--- src/rtl/lowest_common_ancestor_lifting_macros.svh ---
// Assertion macros for the lowest common ancestor block.
// Used by the top level only; no other dependencies.
`ifndef LOWEST_COMMON_ANCESTOR_LIFTING_MACROS_SVH
`define LOWEST_COMMON_ANCESTOR_LIFTING_MACROS_SVH

// Same-cycle implication, checked out of reset.
`define LCAL_ASSERT_NOW(label, ante, cons, msg) \
    label: assert property (@(posedge i_clk) disable iff (!i_rst_n) \
        (ante) |-> (cons)) else $error(msg);

// Next-cycle implication, checked out of reset.
`define LCAL_ASSERT_NEXT(label, ante, cons, msg) \
    label: assert property (@(posedge i_clk) disable iff (!i_rst_n) \
        (ante) |=> (cons)) else $error(msg);

`endif

--- src/rtl/lcal_pkg.sv ---
// Shared types and constants for the lowest common ancestor block.
// Used by the controller, the datapath and the top level.
package lcal_pkg;

    // Tree size and table geometry. The node number space equals the capacity,
    // so node numbers are used as table indexes directly.
    localparam int NODE_W        = 14;
    localparam int NODE_CAPACITY = 1 << NODE_W;
    localparam int LIFT_LEVELS   = 14;
    localparam int LVL_W         = (LIFT_LEVELS > 1) ? $clog2(LIFT_LEVELS) : 1;
    localparam int DEPTH_W       = 14;
    localparam int ANC_DEPTH     = LIFT_LEVELS * NODE_CAPACITY;
    localparam int ANC_AW        = LVL_W + NODE_W;

    // Operation codes carried by the func field.
    typedef enum logic {
        FUNC_LOAD  = 1'b0,
        FUNC_QUERY = 1'b1
    } t_func;

    // Datapath operations issued by the controller.
    typedef enum logic [3:0] {
        DP_NONE,
        DP_CAPTURE,
        DP_LD_BASE,
        DP_DEP_WR,
        DP_DEP_RD,
        DP_LD_RD,
        DP_LD_WR,
        DP_SETUP,
        DP_LIFT_RD,
        DP_LIFT_WR,
        DP_SHIFT,
        DP_DESC_RD,
        DP_DESC_UPD,
        DP_FIN_RD,
        DP_OUT_A,
        DP_OUT_RD
    } t_op;

    // Command from controller to datapath.
    typedef struct packed {
        t_op              op;
        logic [LVL_W-1:0] lvl;
    } t_cmd;

    // Status from datapath to controller.
    typedef struct packed {
        logic eq;
        logic diff_zero;
        logic diff_lsb;
        logic out_free;
    } t_sts;

endpackage

--- src/rtl/lcal_ctrl.sv ---
// Sequencer for loads and queries of the lowest common ancestor block.
// Depends on lcal_pkg for the command and status types.
module lcal_ctrl import lcal_pkg::*; (
    input  logic i_clk,
    input  logic i_rst_n,
    input  logic i_in_valid,
    input  logic i_func,
    output logic o_in_ready,
    input  t_sts i_sts,
    output t_cmd o_cmd
);

    typedef enum logic [13:0] {
        S_IDLE     = 14'b00000000000001,
        S_LD_DEP   = 14'b00000000000010,
        S_LD_DWR   = 14'b00000000000100,
        S_LD_RD    = 14'b00000000001000,
        S_LD_WR    = 14'b00000000010000,
        S_Q_DEP    = 14'b00000000100000,
        S_Q_SET    = 14'b00000001000000,
        S_LIFT     = 14'b00000010000000,
        S_LIFT_WR  = 14'b00000100000000,
        S_DESC_RD  = 14'b00001000000000,
        S_DESC_UPD = 14'b00010000000000,
        S_FIN_RD   = 14'b00100000000000,
        S_OUT_A    = 14'b01000000000000,
        S_OUT_RD   = 14'b10000000000000
    } t_state;

    localparam logic [LVL_W-1:0] LVL_TOP = LVL_W'(LIFT_LEVELS - 1);

    t_state           r_state, n_state;
    logic [LVL_W-1:0] r_lvl, n_lvl;

    assign o_in_ready = (r_state == S_IDLE);

    // Next state, level counter and datapath command.
    always_comb begin
        n_state   = r_state;
        n_lvl     = r_lvl;
        o_cmd.op  = DP_NONE;
        o_cmd.lvl = r_lvl;
        unique case (r_state)
            S_IDLE: begin
                if (i_in_valid) begin
                    o_cmd.op = DP_CAPTURE;
                    n_state  = (t_func'(i_func) == FUNC_LOAD) ? S_LD_DEP : S_Q_DEP;
                end
            end
            S_LD_DEP: begin
                o_cmd.op = DP_LD_BASE;
                n_lvl    = LVL_W'(1);
                n_state  = S_LD_DWR;
            end
            S_LD_DWR: begin
                o_cmd.op = DP_DEP_WR;
                n_state  = (LIFT_LEVELS > 1) ? S_LD_RD : S_IDLE;
            end
            S_LD_RD: begin
                // Read level below the one about to be written.
                o_cmd.op  = DP_LD_RD;
                o_cmd.lvl = r_lvl - LVL_W'(1);
                n_state   = S_LD_WR;
            end
            S_LD_WR: begin
                o_cmd.op = DP_LD_WR;
                if (r_lvl == LVL_TOP) begin
                    n_state = S_IDLE;
                end else begin
                    n_lvl   = r_lvl + LVL_W'(1);
                    n_state = S_LD_RD;
                end
            end
            S_Q_DEP: begin
                o_cmd.op = DP_DEP_RD;
                n_state  = S_Q_SET;
            end
            S_Q_SET: begin
                o_cmd.op = DP_SETUP;
                n_lvl    = '0;
                n_state  = S_LIFT;
            end
            S_LIFT: begin
                // Walk the difference bits from the bottom until none are left.
                if (i_sts.diff_zero) begin
                    n_lvl   = LVL_TOP;
                    n_state = i_sts.eq ? S_OUT_A : S_DESC_RD;
                end else if (i_sts.diff_lsb) begin
                    o_cmd.op = DP_LIFT_RD;
                    n_state  = S_LIFT_WR;
                end else begin
                    o_cmd.op = DP_SHIFT;
                    n_lvl    = r_lvl + LVL_W'(1);
                end
            end
            S_LIFT_WR: begin
                o_cmd.op = DP_LIFT_WR;
                n_lvl    = r_lvl + LVL_W'(1);
                n_state  = S_LIFT;
            end
            S_DESC_RD: begin
                o_cmd.op = DP_DESC_RD;
                n_state  = S_DESC_UPD;
            end
            S_DESC_UPD: begin
                o_cmd.op = DP_DESC_UPD;
                if (r_lvl == '0) begin
                    n_state = S_FIN_RD;
                end else begin
                    n_lvl   = r_lvl - LVL_W'(1);
                    n_state = S_DESC_RD;
                end
            end
            S_FIN_RD: begin
                o_cmd.op  = DP_FIN_RD;
                o_cmd.lvl = '0;
                n_state   = S_OUT_RD;
            end
            S_OUT_A: begin
                if (i_sts.out_free) begin
                    o_cmd.op = DP_OUT_A;
                    n_state  = S_IDLE;
                end
            end
            S_OUT_RD: begin
                if (i_sts.out_free) begin
                    o_cmd.op = DP_OUT_RD;
                    n_state  = S_IDLE;
                end
            end
            default: begin
                n_state = S_IDLE;
            end
        endcase
    end

    // State and level registers.
    always_ff @(posedge i_clk) begin
        if (!i_rst_n) begin
            r_state <= S_IDLE;
            r_lvl   <= '0;
        end else begin
            r_state <= n_state;
            r_lvl   <= n_lvl;
        end
    end

endmodule

--- config.mk ---
export PLATFORM = sky130hd
export DESIGN_NAME = lcal_ctrl
export DESIGN_NICKNAME = d
export VERILOG_FILES = /design/src/rtl/lowest_common_ancestor_lifting_macros.svh /design/src/rtl/lcal_pkg.sv /design/src/rtl/lcal_ctrl.sv
export SDC_FILE = /design/constraint.sdc
export NUM_CORES = 1
export LEC_CHECK = 0
export BUFFER_PORTS_ARGS = -buffer_cell sky130_fd_sc_hd__clkbuf_2
export CORE_MARGIN = 4
export CORE_UTILIZATION = 40
export DETAILED_ROUTE_END_ITERATION = 10
export PLACE_DENSITY = 0.57
export SYNTH_ARGS = -nofsm -noshare
export SYNTH_HDL_FRONTEND = slang
export SYNTH_SLANG_ARGS = --single-unit
--- constraint.sdc ---
create_clock -name i_clk -period 3 [get_ports i_clk]
set_input_delay 0.6 -clock i_clk [delete_from_list [all_inputs] [get_ports i_clk]]
set_output_delay 0.6 -clock i_clk [all_outputs]
set_load 0.02 [all_outputs]
==> flow_metrics.tcl <==
set metrics [dict create \
    grt_pass1_wl_mm 6.42 \
    core_mm2 0.00334 \
    seqPwrFrac 0.527 \
    gr-usage-all-layers 0.190 \
    root_buffer "clkbuf_4" \
    rr_worst_depth 5 \
    area_delta_synth_final_pct 16.3 \
    internal-power_w 0.000329 \
    place.gp.congestion 0.968 \
    synth_top_cells_by_area "dfxtp_1 26%, nor2_1 6.0%, nand3_1 5.1%, ha_1 3.6%, nand4_1 3.6%" \
    holdWs_ps 458 \
    tightest_slew_ps 586 \
    synth_top_area_share 0.261 \
    cts.sinks 18 \
    synth.distinct_cells 51 \
    grt_pass1_vias 1340 \
    use_met1 0.243 \
    multi_input_area_um2 987 \
    holdBufCountCts 0 \
    clk_pin_slew_ps 100 \
    syn_area_mm2 0.00138 \
    drive_gt1_frac 0.254 \
    fin_skew_ps 1.45 \
    top_usage_layer "met2" \
    p_sw_frac 0.309 \
    grt_max_degree 11 \
    synth-seq-cells 18 \
    async_reset_ff_frac 0 \
    overflow 0 \
    p_leak_nw 0.644 \
    final_cell_area_mm2 0.00161 \
    placed_cell_area_mm2 0.00151 \
    vias 1469 \
    syn-num-nets 190 \
    pwr-share-clk 0.261 \
    pwr-share-comb 0.212 \
    synth_ff_type "dfxtp_1" \
    met2_usage 0.322 \
    yosysWarnings 0 \
    htree_levels 1 \
    cts_tree "done" \
    crit_type "reg -> out" \
    portBuffers 16 \
    finalNetCount 211 \
    synthCells 178 \
    period_minus_slack_ps 2920 \
    rr_endpoint "r_lvl[2]$_SDFFE_PN0P_" \
    endpoint "o_cmd[5]" \
    synth.most_common_cell "nor2_1" \
    slew_headroom 0.609 \
    ios 17 \
    diodes 0 \
    drtPass1Iterations 5 \
    hold_class "in -> reg" \
    grt.met3_usage 0.0320 \
    viasPerCell 6.05 \
    r2r_start "r_state[13]$_SDFFE_PN0P_" \
    register_area_um2 365 \
    clk_path_buf_depth 2 \
    critPathLaunch "r_state[3]$_SDFFE_PN0P_" \
    drt_iter0_markers 112 \
    drc 0 \
    fillers 347 \
    r2r_setup_slack_ps 280 \
    die_w_um 66.8 \
    power_density_mw_per_mm2 296 \
    synth.yosys.seq_area_share 0.261 \
    synthTopCellsByCount "22 x nor2_1, 18 x dfxtp_1, 14 x nand3_1, 10 x nand2_1" \
    critPathCaptureType "primary output" \
    hold_viol 0 \
    drt_wl_total_mm 4.02 \
    status "complete, no violations" \
    initial_core_util 0.414 \
    max_freq_mhz 342 \
    cts_made_buffers 3 \
    crit_required_ps 2400 \
    finalSetupViolCount 0 \
    antenna_found_initial 0 \
    wl_per_cell_um 16.5 \
    p_sw_w 0.000147 \
    drv_slew 0 \
    rows 21 \
    synth-edff-count 0 \
    ir_worst_vdd_v 0.000145 \
    cp_max_fo 6 \
    crit_path_start_kind "flop" \
    yosysTopAreaCell "dfxtp_1" \
    fp.dieH_um 66.8 \
    avgSynthCellArea_um2 7.76 \
    dp_hpwl_mm 3.09 \
    ant_nets 0 \
    final_util 0.481 \
    arrival_ps 2320 \
    dieArea_mm2 0.00446 \
    clock_insertion_delay_worst_skew_ps 300 \
    cap_violations 0 \
    post-route-period-util 0.973 \
]
[through the flow]
stage	setup TNS, ps	total power, W	setup WS, ps	cells
finish	0	0.000476	79.9	243
global route	-40.1	0.000496	-23.6	243
CTS	0	0.000470	33.6	241
detailed placement	0	0.000345	268	238
global placement	0	0.000347	246	238
floorplan	0	0.000316	122	178
[worst min-delay path by stage]
stage / endpoint / cells past startpoint / start
final: r_state[1]$_SDFFE_PN0P_ / 2 / i_func
after global routing: r_state[1]$_SDFFE_PN0P_ / 2 / i_func
after CTS: r_state[1]$_SDFFE_PN0P_ / 2 / i_func
after detailed placement: r_state[13]$_SDFFE_PN0P_ / 2 / r_state[13]$_SDFFE_PN0P_
after global placement: r_state[13]$_SDFFE_PN0P_ / 2 / r_state[13]$_SDFFE_PN0P_
after floorplan: r_state[2]$_SDFFE_PN0P_ / 2 / r_state[1]$_SDFFE_PN0P_
[flip-flops by register name (all words and copies together) (netlist names)]
| name | count |
|---|---|
| r_state | 14 |
| r_lvl | 4 |
[placed cells by master, fill, tap and decap left out, types with 3 or more instances in the layout]
cell type   n
or4_4       3
nor4_1      3
inv_1       7
nor3_1      5
o2111ai_1   3
nand4_1     8
clkbuf_2   15
dfxtp_2     4
nand2b_1    4
buf_4       9
o21ai_0     7
nand3_1    14
xor2_1      4
o211ai_1    3
nor2_1     21
xnor2_1     3
nor4_4      3
nor2b_1     5
clkbuf_4    3
ha_1        4
dfxtp_1    14
nand2_1    10
nand4b_1    3
a21oi_1     8
[final cells by class]
cell class	count	area share
timing repair buffer	25	0.0919
clock buffer	3	0.0140
tap	46	0.0358
inverter	7	0.0164
multi-input combinational	144	0.614
sequential	18	0.227
[power by group through the flow]
stage	Clock, W	Sequential (W)	Combinational (W)
CTS	0.000128	0.000249	0.0000931
global route	0.000135	0.000251	0.000110
detailed placement	0	0.000255	0.0000907
global placement	0	0.000254	0.0000923
floorplan	0	0.000251	0.0000643
finish	0.000124	0.000250	0.000101
[logic make-up after synthesis]
logic type	Yosys count	share of synthesized area
buffers and inverters	16	0.0625
AOI/OAI and AO/OA	34	0.175
xor gates and xnor gates	7	0.0444
DFF	18	0.261
adders and majority gates	4	0.0362
and+or+nand+nor	99	0.421
[critical path: stages (launching register included)]
cell and delay (ps):
dfxtp_1 370, or4_4 630, buf_4 180, or4b_4 520, nand4_1 140, clkbuf_2 180
[metal layers]
metal,wire length (um),share of wire
met1,1700,0.42
met3,297,0.074
met4,72,0.018
met2,1960,0.49
met5,0,0
[repair_timing]
| item | in CTS | in global routing |
|---|---|---|
| buffers inserted | 0 | 2 |
| hold endpoints to repair | 0 | 0 |
| gates resized for setup | 4 | 11 |
| pin swaps | 0 | 3 |
| endpoints found under the setup margin | 5 | 8 |
Power figures use the tool's default switching activity.
